[src/design/tgwg_pkg.sv]
// Shared types, constants and word functions of the twisted GFSR generator.
package tgwg_pkg;

  localparam int unsigned TGWG_TABLE_WORDS = 624;
  localparam int unsigned TGWG_TAP_OFFSET  = 397;
  localparam int unsigned WORD_W           = 32;

  localparam logic CMD_SEED = 1'b0;
  localparam logic CMD_NEXT = 1'b1;

  localparam logic [WORD_W-1:0] SEED_MULT  = 32'd1812433253;
  localparam logic [WORD_W-1:0] UPPER_BIT  = 32'h8000_0000;
  localparam logic [WORD_W-1:0] LOWER_BITS = 32'h7fff_ffff;
  localparam logic [WORD_W-1:0] TWIST_XOR  = 32'h9908_b0df;
  localparam logic [WORD_W-1:0] TEMPER_B   = 32'h9d2c_5680;
  localparam logic [WORD_W-1:0] TEMPER_C   = 32'hefc6_0000;

  typedef enum logic [1:0] {
    ST_IDLE,
    ST_SEED,
    ST_TWIST
  } ctrl_state_e;

  typedef struct packed {
    logic seed_load;     // latch seed word, restart fill
    logic next_read;     // issue ring reads for a next request
    logic seed_write;    // write one ring entry of the fill
    logic twist_commit;  // write twisted word, load result, advance pointer
  } ctrl_cmd_t;

  typedef struct packed {
    logic seed_last;
  } dp_status_t;

  function automatic logic [WORD_W-1:0] seed_step(input logic [WORD_W-1:0] s,
                                                  input logic [WORD_W-1:0] i);
    logic [WORD_W-1:0] x;
    x = (s ^ (s << 30)) + i;
    return SEED_MULT * x;
  endfunction

  function automatic logic [WORD_W-1:0] twist(input logic [WORD_W-1:0] v,
                                              input logic [WORD_W-1:0] p,
                                              input logic [WORD_W-1:0] t);
    logic [WORD_W-1:0] y;
    y = (v & UPPER_BIT) | (p & LOWER_BITS);
    return t ^ (y >> 1) ^ (p[0] ? TWIST_XOR : '0);
  endfunction

  function automatic logic [WORD_W-1:0] temper(input logic [WORD_W-1:0] v);
    return v ^ (v >> 11) ^ ((v << 7) & TEMPER_B) ^ ((v << 15) & TEMPER_C) ^ (v >> 18);
  endfunction

endpackage

[src/design/tgwg_ctrl.sv]
// Controller FSM: sequences seed fill and next-word twist, owns result valid.
module tgwg_ctrl (
  input  logic                   clk_i,
  input  logic                   rst_ni,
  input  logic                   in_valid_i,
  input  logic                   in_command_i,
  output logic                   in_ready_o,
  output logic                   out_valid_o,
  input  logic                   out_ready_i,
  output tgwg_pkg::ctrl_cmd_t    cmd_o,
  input  tgwg_pkg::dp_status_t   status_i
);
  import tgwg_pkg::*;

  ctrl_state_e state_q, state_d;
  logic        out_valid_q, out_valid_d;
  logic        accept;
  logic        out_free;

  assign accept   = in_valid_i && in_ready_o;
  assign out_free = !out_valid_q || out_ready_i;

  always_comb begin
    state_d = state_q;
    unique case (state_q)
      ST_IDLE: begin
        if (accept) begin
          state_d = (in_command_i == CMD_NEXT) ? ST_TWIST : ST_SEED;
        end
      end
      ST_SEED: begin
        if (status_i.seed_last) state_d = ST_IDLE;
      end
      ST_TWIST: begin
        if (out_free) state_d = ST_IDLE;
      end
      default: state_d = ST_IDLE;
    endcase
  end

  always_comb begin
    in_ready_o = 1'b0;
    cmd_o      = '0;
    unique case (state_q)
      ST_IDLE: begin
        in_ready_o       = 1'b1;
        cmd_o.seed_load  = in_valid_i && (in_command_i == CMD_SEED);
        cmd_o.next_read  = in_valid_i && (in_command_i == CMD_NEXT);
      end
      ST_SEED: begin
        cmd_o.seed_write = 1'b1;
      end
      ST_TWIST: begin
        cmd_o.twist_commit = out_free;
      end
      default: begin
        in_ready_o = 1'b0;
      end
    endcase
  end

  always_comb begin
    out_valid_d = out_valid_q;
    if (out_ready_i) out_valid_d = 1'b0;
    if (cmd_o.twist_commit) out_valid_d = 1'b1;
  end

  always_ff @(posedge clk_i or negedge rst_ni) begin
    if (!rst_ni) begin
      state_q     <= ST_IDLE;
      out_valid_q <= 1'b0;
    end else begin
      state_q     <= state_d;
      out_valid_q <= out_valid_d;
    end
  end

  assign out_valid_o = out_valid_q;

endmodule

[config.mk]
export PLATFORM = sky130hd
export DESIGN_NAME = tgwg_ctrl
export DESIGN_NICKNAME = d
export VERILOG_FILES = /design/src/design/tgwg_pkg.sv /design/src/design/tgwg_ctrl.sv
export SDC_FILE = /design/constraint.sdc
export NUM_CORES = 1
export LEC_CHECK = 0
export BUFFER_PORTS_ARGS = -buffer_cell sky130_fd_sc_hd__buf_2
export CORE_AREA = 2 2 39 41
export CTS_CLUSTER_DIAMETER = 30
export CTS_CLUSTER_SIZE = 16
export DETAILED_ROUTE_END_ITERATION = 12
export DIE_AREA = 0 0 41 43
export PLACE_DENSITY = 0.43
export SLEW_MARGIN = 30
export SYNTH_ARGS = -nofsm -noshare
export SYNTH_HDL_FRONTEND = slang
export SYNTH_SLANG_ARGS = --single-unit
[constraint.sdc]
create_clock -name clk_i -period 1.4 [get_ports clk_i]
set_input_delay 0.35 -clock clk_i [delete_from_list [all_inputs] [get_ports clk_i]]
set_output_delay 0.35 -clock clk_i [all_outputs]
set_load 0.05 [all_outputs]
# Word-level counts from Yosys, hierarchy flattened

Cells that the tools add are included.

Flip-flop bits (word level): 3
Input port bits: 6

Equal/unequal tests: 5
Muxes and demuxes: 11
Bitwise operators: 1
Reduce and logical (&&, ||, !) cells: 8

Operators with widths:

| kind                                                                   | count |
|---|---|
| 2-bit two-way mux                                                      | 5 |
| 2-bit inequality test (second input constant)                          | 3 |
| 2-bit one-hot mux with 3 select lines                                  | 1 |
| 1-bit two-way mux                                                      | 5 |
| 1-bit logical AND                                                      | 3 |
| 3-bit AND reduction                                                    | 1 |
| 2-bit by 1-bit equality test with 1-bit output (second input constant) | 1 |
| 2-bit equality test (second input constant)                            | 1 |
| 2-bit zero test                                                        | 1 |
| 2-bit nonzero test                                                     | 1 |
| 1-bit zero test                                                        | 1 |
| 1-bit logical OR                                                       | 1 |
| 1-bit NOT                                                              | 1 |

# Depth between registers and ports, before layout

Gate-level depths: netlist of the first run.

Depth after elaboration: 5
Mapped depth: 3
Mapped depth without buffers: 2

# Worst setup path after synthesis of the first run

No wires, ideal clock.

Path kind: flip-flop to output port
Start: register state_q[1]
End: output cmd_o[2] (netlist name)
Data arrival time: 1,342 ps
Required time: 1,050 ps
Slack: -292 ps
Cell stages (with the launch flop): 3
Path buffers: 0
Cells stage by stage: dfrtp_1 -> or2_4 -> nor2_1

RTL lines:

| element                | RTL line        | source |
|---|---|---|
| start, declared        | tgwg_ctrl.sv:15 | `ctrl_state_e state_q, state_d;` |
| start signal, assigned | tgwg_ctrl.sv:73 | `state_q <= state_d;` |
| end, declared          | tgwg_ctrl.sv:10 | `output tgwg_pkg::ctrl_cmd_t cmd_o,` |

==> results.toml, run 1 <==
[layout]
final_cell_mix = "6 x buf_2, 4 x buf_4, 3 x clkbuf_4, 3 x buf_6"
final_common_cell = "buf_2"
regArea_um2 = 77.57
finish.utilization_pct = 25.23
multiInputGateArea_um2 = 98.84
drive_gt1_share_pct = 68.57
antenna_cells = 0
nets = 42
fin_area_um2 = 349.1
fillCellCount = 150
syn2layout_area_growth_pct = 95.10

[sta]
slew-limit-headroom_pct = 83.66
finalHoldViolations = 0
slew_viol_final = 0
max_freq_ghz = 0.6594
hold_slack_ps = 388.6
setup_viol = 5
clock_skew_ps = 2.110
worst_slew_pin_slew_ps = 244.1
fin_ws_ps = -116.5
rsz0062_at_grt = "yes"
fin_crit_sh_pct = 108.3
fin_crit_ps = 1516

[floorplan]
die_area_mm2 = 0.001763
fp.dieH_um = 43
core-area_mm2 = 0.001384
initial_core_util_pct = 12.93
boundaryPins = 12
rows = 14
die_w_um = 41

[logic_synthesis]
syn_nets = 23
syn_inst = 17
synth_area_per_cell_um2 = 10.52
synth_cell_types = 11
ys_seq_elements = 3
ys_warn_count = 0
syn_area_um2 = 178.9
ys_seq_area_share_pct = 41.96

[clocking]
htree_num_levels = 1
clk_latency_ps = 230
cts.path.max_buffers = 2
path_clk_slew_ps = 40
cts_tree = "done"
cts-root-buf = "clkbuf_4"
post_cts_buffers = 0
cts_buffers = 3
cts_sinks = 3

[global_routing]
grt_max_degree = 5
grt_use_total_pct = 5.746
gr-total-overflow = 0
antenna_found_initial = 0
grt_pass1_wl_um = 614
grt_pass1_vias = 175

[power_and_ir_drop]
clkPwrFrac_pct = 32.6
switching_share_pct = 37.63
p_leak_nw = 0.1781
internal_power_mw = 0.2889
p_sw_mw = 0.1743
pwr-share-comb_pct = 43.1
power_frac_seq_pct = 24.2
power_density_mw_per_mm2 = 1327
peakVddDrop_mv = 0.2323

[worst_setup_path]
cp-start-kind = "flip-flop"
cp.arrival_ps = 1170
crit_type = "flip-flop to primary output"
cp_max_fo = 4
cp_num_buf_inv = 1
worstSetupEndpointType = "primary output"
max_stage_delay_ps = 410
crit_chain = "or2_4 > nor2_4 > buf_8"
required_ps = 1050
crit_path_top_delay_cell = "dfrtp_1"
cpLargestDelayFamily = "flip-flops"

[drt]
drt-pass1-iter-count = 1
drtAntennaViolNets = 0
avgRoutedWirePerCell_um = 7.471
drc = 0
drt_wl_total_um = 381
dr.first_iter.drc_count = 0
viasPerCell = 3.333
num_vias = 170

[place]
dp_hpwl_um = 310.6
dp_slack_ps = -5.771
dpl_cell_area_um2 = 275.3
place_congestion = 0.5540
portBuffers = 11

[run_status]
violations = "negative setup slack"
status = "complete, but fails checks"

[min_path]
hp-class = "input pin to flip-flop"

[job]
drv_cap = 0
==> flip-flops by register name (all words and copies together) (netlist names) <==
register,flops
state_q,2
out_valid_o,1
==> cells in the mapped netlist <==
library cell | count | share of area (%)
nand2b_1 | 2 | 7.0
nand2_1 | 2 | 4.2
buf_4 | 1 | 4.2
a21o_1 | 1 | 4.2
dfrtp_1 | 3 | 42
inv_1 | 2 | 4.2
o22ai_2 | 1 | 7.0
nor4b_4 | 1 | 13
nor2_1 | 1 | 2.1
or2_4 | 1 | 4.9
nor2b_1 | 2 | 7.0
==> power groups by stage <==
| stage | registers (mW) | logic (mW) | clock network, mW |
|---|---|---|---|
| floorplan | 0.129 | 0.109 | 0 |
| CTS | 0.112 | 0.199 | 0.160 |
| global route | 0.113 | 0.213 | 0.159 |
| global placement | 0.113 | 0.172 | 0 |
| finish | 0.112 | 0.200 | 0.151 |
| detailed placement | 0.113 | 0.172 | 0 |
==> layer usage <==
metal | part of all wire, % | GRT usage, %
met5 | 0 | 0
met2 | 59 | 7.813
met4 | 0 | 6.000
met1 | 33 | 5.537
met3 | 7.9 | 3.141
==> cell families after synthesis <==
group,share of synthesized area [%]
AOI/OAI and AO/OA,11.19
buffers and inverters,8.395
DFF,41.96
and+or+nand+nor,38.46
==> worst paths after layout <==
path / cells past startpoint / slack (ps) / from / endpoint
min: 3 / 390 / status_i / state_q[0]
max in group asynchronous: 2 / 840 / rst_ni / state_q[1]
max reg2reg: 3 / 340 / state_q[0] / state_q[1]
min reg2reg: 2 / 550 / out_valid_o / out_valid_o
min in group asynchronous: 2 / 440 / rst_ni / state_q[0]
max: 3 / -120 / state_q[0] / cmd_o[2]
==> tightest hold or removal path: stages <==
cell    delay (ps)
buf_2           90
inv_1           40
a21o_1         100
==> timing repair <==
action / 4_1_cts / 5_1_grt
pin swaps: 2 / 0
resized for setup: 10 / 2
setup endpoints to repair: 5 / 5
endpoints found under the hold margin: 3 / 0
hold buffers: 1 / 0
==> stage by stage <==
| step | TNS [ps] | std cells | power, mW |
|---|---|---|---|
| 2_1_floorplan | -105.2 | 17 | 0.2379 |
| 3_3_place_gp | 0 | 46 | 0.2845 |
| 3_5_place_dp | -5.771 | 46 | 0.2846 |
| 4_1_cts | -545.2 | 51 | 0.4715 |
| 5_1_grt | -686.8 | 51 | 0.4859 |
| 6_report | -445.1 | 51 | 0.4631 |
==> area by class of cell <==
class                      instances  share of cell area, %
inverter                           2                  2.151
tap                               16                  5.735
sequential                         3                  22.22
timing repair buffer              15                  34.05
clock buffer                       4                  7.527
multi-input combinational         11                  28.32
Power figures use the tool's default switching activity.
==> inputs of run 2 (changes only) <==
--- a/config.mk
+++ b/config.mk
@@ -7,6 +7,7 @@
 export LEC_CHECK = 0
 export BUFFER_PORTS_ARGS = -buffer_cell sky130_fd_sc_hd__buf_2
 export CORE_AREA = 2 2 39 41
+export CTS_BUF_LIST = sky130_fd_sc_hd__clkbuf_16
 export CTS_CLUSTER_DIAMETER = 30
 export CTS_CLUSTER_SIZE = 16
 export DETAILED_ROUTE_END_ITERATION = 12
==> results.toml, run 2 (synthesized netlist as in run 1, its figures left out) <==
[global_routing]
antenna_found_initial = 0
grt_use_total_pct = 6.048
grt_pass1_wl_um = 648
grt_pass1_vias = 167
gr-total-overflow = 0
grt_max_degree = 5

[layout]
final_cell_mix = "6 x buf_2, 4 x buf_4, 3 x inv_1, 3 x clkbuf_16, 3 x buf_6"
syn2layout_area_growth_pct = 124.5
largest_reg_flops = 2
top_register = "state_q"
fin_cells = 51
antenna_cells = 0
nets = 42
drive_gt1_share_pct = 68.57
final_common_cell = "buf_2"

[floorplan]
die_area_mm2 = 0.001763
core-area_mm2 = 0.001384
initial_core_util_pct = 12.93
boundaryPins = 12
rows = 14
fp.dieH_um = 43
die_w_um = 41

[drt]
num_vias = 172
dr.first_iter.drc_count = 1
drt-pass1-iter-count = 4
avgRoutedWirePerCell_um = 7.961
drtAntennaViolNets = 0
drc = 0
viasPerCell = 3.373
drt_wl_total_um = 406

[place]
dp_slack_ps = -5.771
place_congestion = 0.5540
portBuffers = 11
place_inst = 46
dp_hpwl_um = 310.6

[power_and_ir_drop]
power_density_mw_per_mm2 = 1894
peakVddDrop_mv = 0.7521
p_leak_nw = 0.2054

[sta]
fin_crit_sh_pct = 107.5
setup_viol = 5
rsz0062_at_grt = "yes"
fin_crit_ps = 1506
fin_ws_ps = -105.5
slew-limit-headroom_pct = 83.66
finalHoldViolations = 0
clock_skew_ps = 0.6908
worst_slew_pin_slew_ps = 244.1
max_freq_ghz = 0.6642
slew_viol_final = 0

[worst_setup_path]
required_ps = 1050
r2r-end = "state_q[1]"
worstRegToRegCells = 3
crit_path_top_delay_cell = "dfrtp_1"
max_stage_delay_ps = 410
crit_type = "flip-flop to primary output"
critPathCapture = "cmd_o[2]"
worstSetupEndpointType = "primary output"
reg2reg_setup_slack_ps = 340
cp.arrival_ps = 1160
cp_max_fo = 4
cp-startpoint = "state_q[0]"
crit_chain = "or2_4 > nor2_4 > buf_8"
r2r-start = "state_q[0]"
cp-start-kind = "flip-flop"

[min_path]
min_from = "status_i"
hp-class = "input pin to flip-flop"

[clocking]
post_cts_buffers = 0
cts_sinks = 3
cts-root-buf = "clkbuf_16"
path_clk_slew_ps = 30
clk_latency_ps = 220
cts_buffers = 3
htree_num_levels = 1
cts_tree = "done"
cts.path.max_buffers = 2

[job]
drv_cap = 0

[run_status]
violations = "negative setup slack"
status = "complete, but fails checks"
==> run 2: cell count changes in the layout (fill, tap and decap cells not counted), sizes merged <==
cell	before	now
inv	2	3
clkbuf	4	3
==> run 2: power breakdown <==
| group | total [mW] | internal [mW] | switching [mW] |
|---|---|---|---|
| sequential | 0.112 | 0.100 | 0.0122 |
| combinational | 0.200 | 0.0820 | 0.118 |
| clock | 0.449 | 0.369 | 0.0801 |
==> run 2: cell type report <==
class | count | area [um2]
multi-input combinational | 11 | 98.84
clock buffer | 3 | 75.07
timing repair buffer | 15 | 118.9
fill | 146 | 982.2
clock inverter | 1 | 3.754
sequential | 3 | 77.57
tap | 16 | 20.02
inverter | 2 | 7.507
==> run 2: worst min path at each step <==
stage,depth (start not counted),end,slack [ps]
4_1_cts,3,state_q[0],400
2_1_floorplan,0,out_valid_o,50
5_1_grt,3,state_q[0],430
3_3_place_gp,1,state_q[1],150
3_5_place_dp,1,state_q[1],150
6_report,3,state_q[0],400
==> run 2: per-layer routing <==
metal | up-vias | GRT usage [%] | wire length [um]
li1 | 89 | - | -
met3 | 0 | 4.712 | 30
met1 | 77 | 6.189 | 147
met4 | 0 | 4.000 | 0
met2 | 6 | 8.125 | 228
met5 | - | 0 | 0
==> run 2: through the flow <==
stage | cell area, um2 | hold slack (ps) | power [mW] | util [%] | TNS (ps)
4_1_cts | 396.6 | 400.8 | 0.7642 | 28.66 | -452.2
2_1_floorplan | 185.2 | 54.41 | 0.2379 | - | -105.2
3_3_place_gp | 275.3 | 149.1 | 0.2845 | 19.89 | 0
6_report | 401.6 | 397.6 | 0.7608 | 29.02 | -393.1
3_5_place_dp | 275.3 | 149.1 | 0.2846 | 19.89 | -5.771
5_1_grt | 401.6 | 426.0 | 0.7825 | 29.02 | -610.7
==> run 2: timing repair <==
item                       CTS  global route
setup endpoints to repair    5             5
pin swaps                    2             0
gates resized for setup     10             2
hold buffers                 1             0
hold endpoints to repair     3             0
==> run 2: critical path, delay by kind of cell (launching register included) <==
kind          cells  cell delay, ps
flops             1             410
simple gates      2             380
buf+inv           1             150
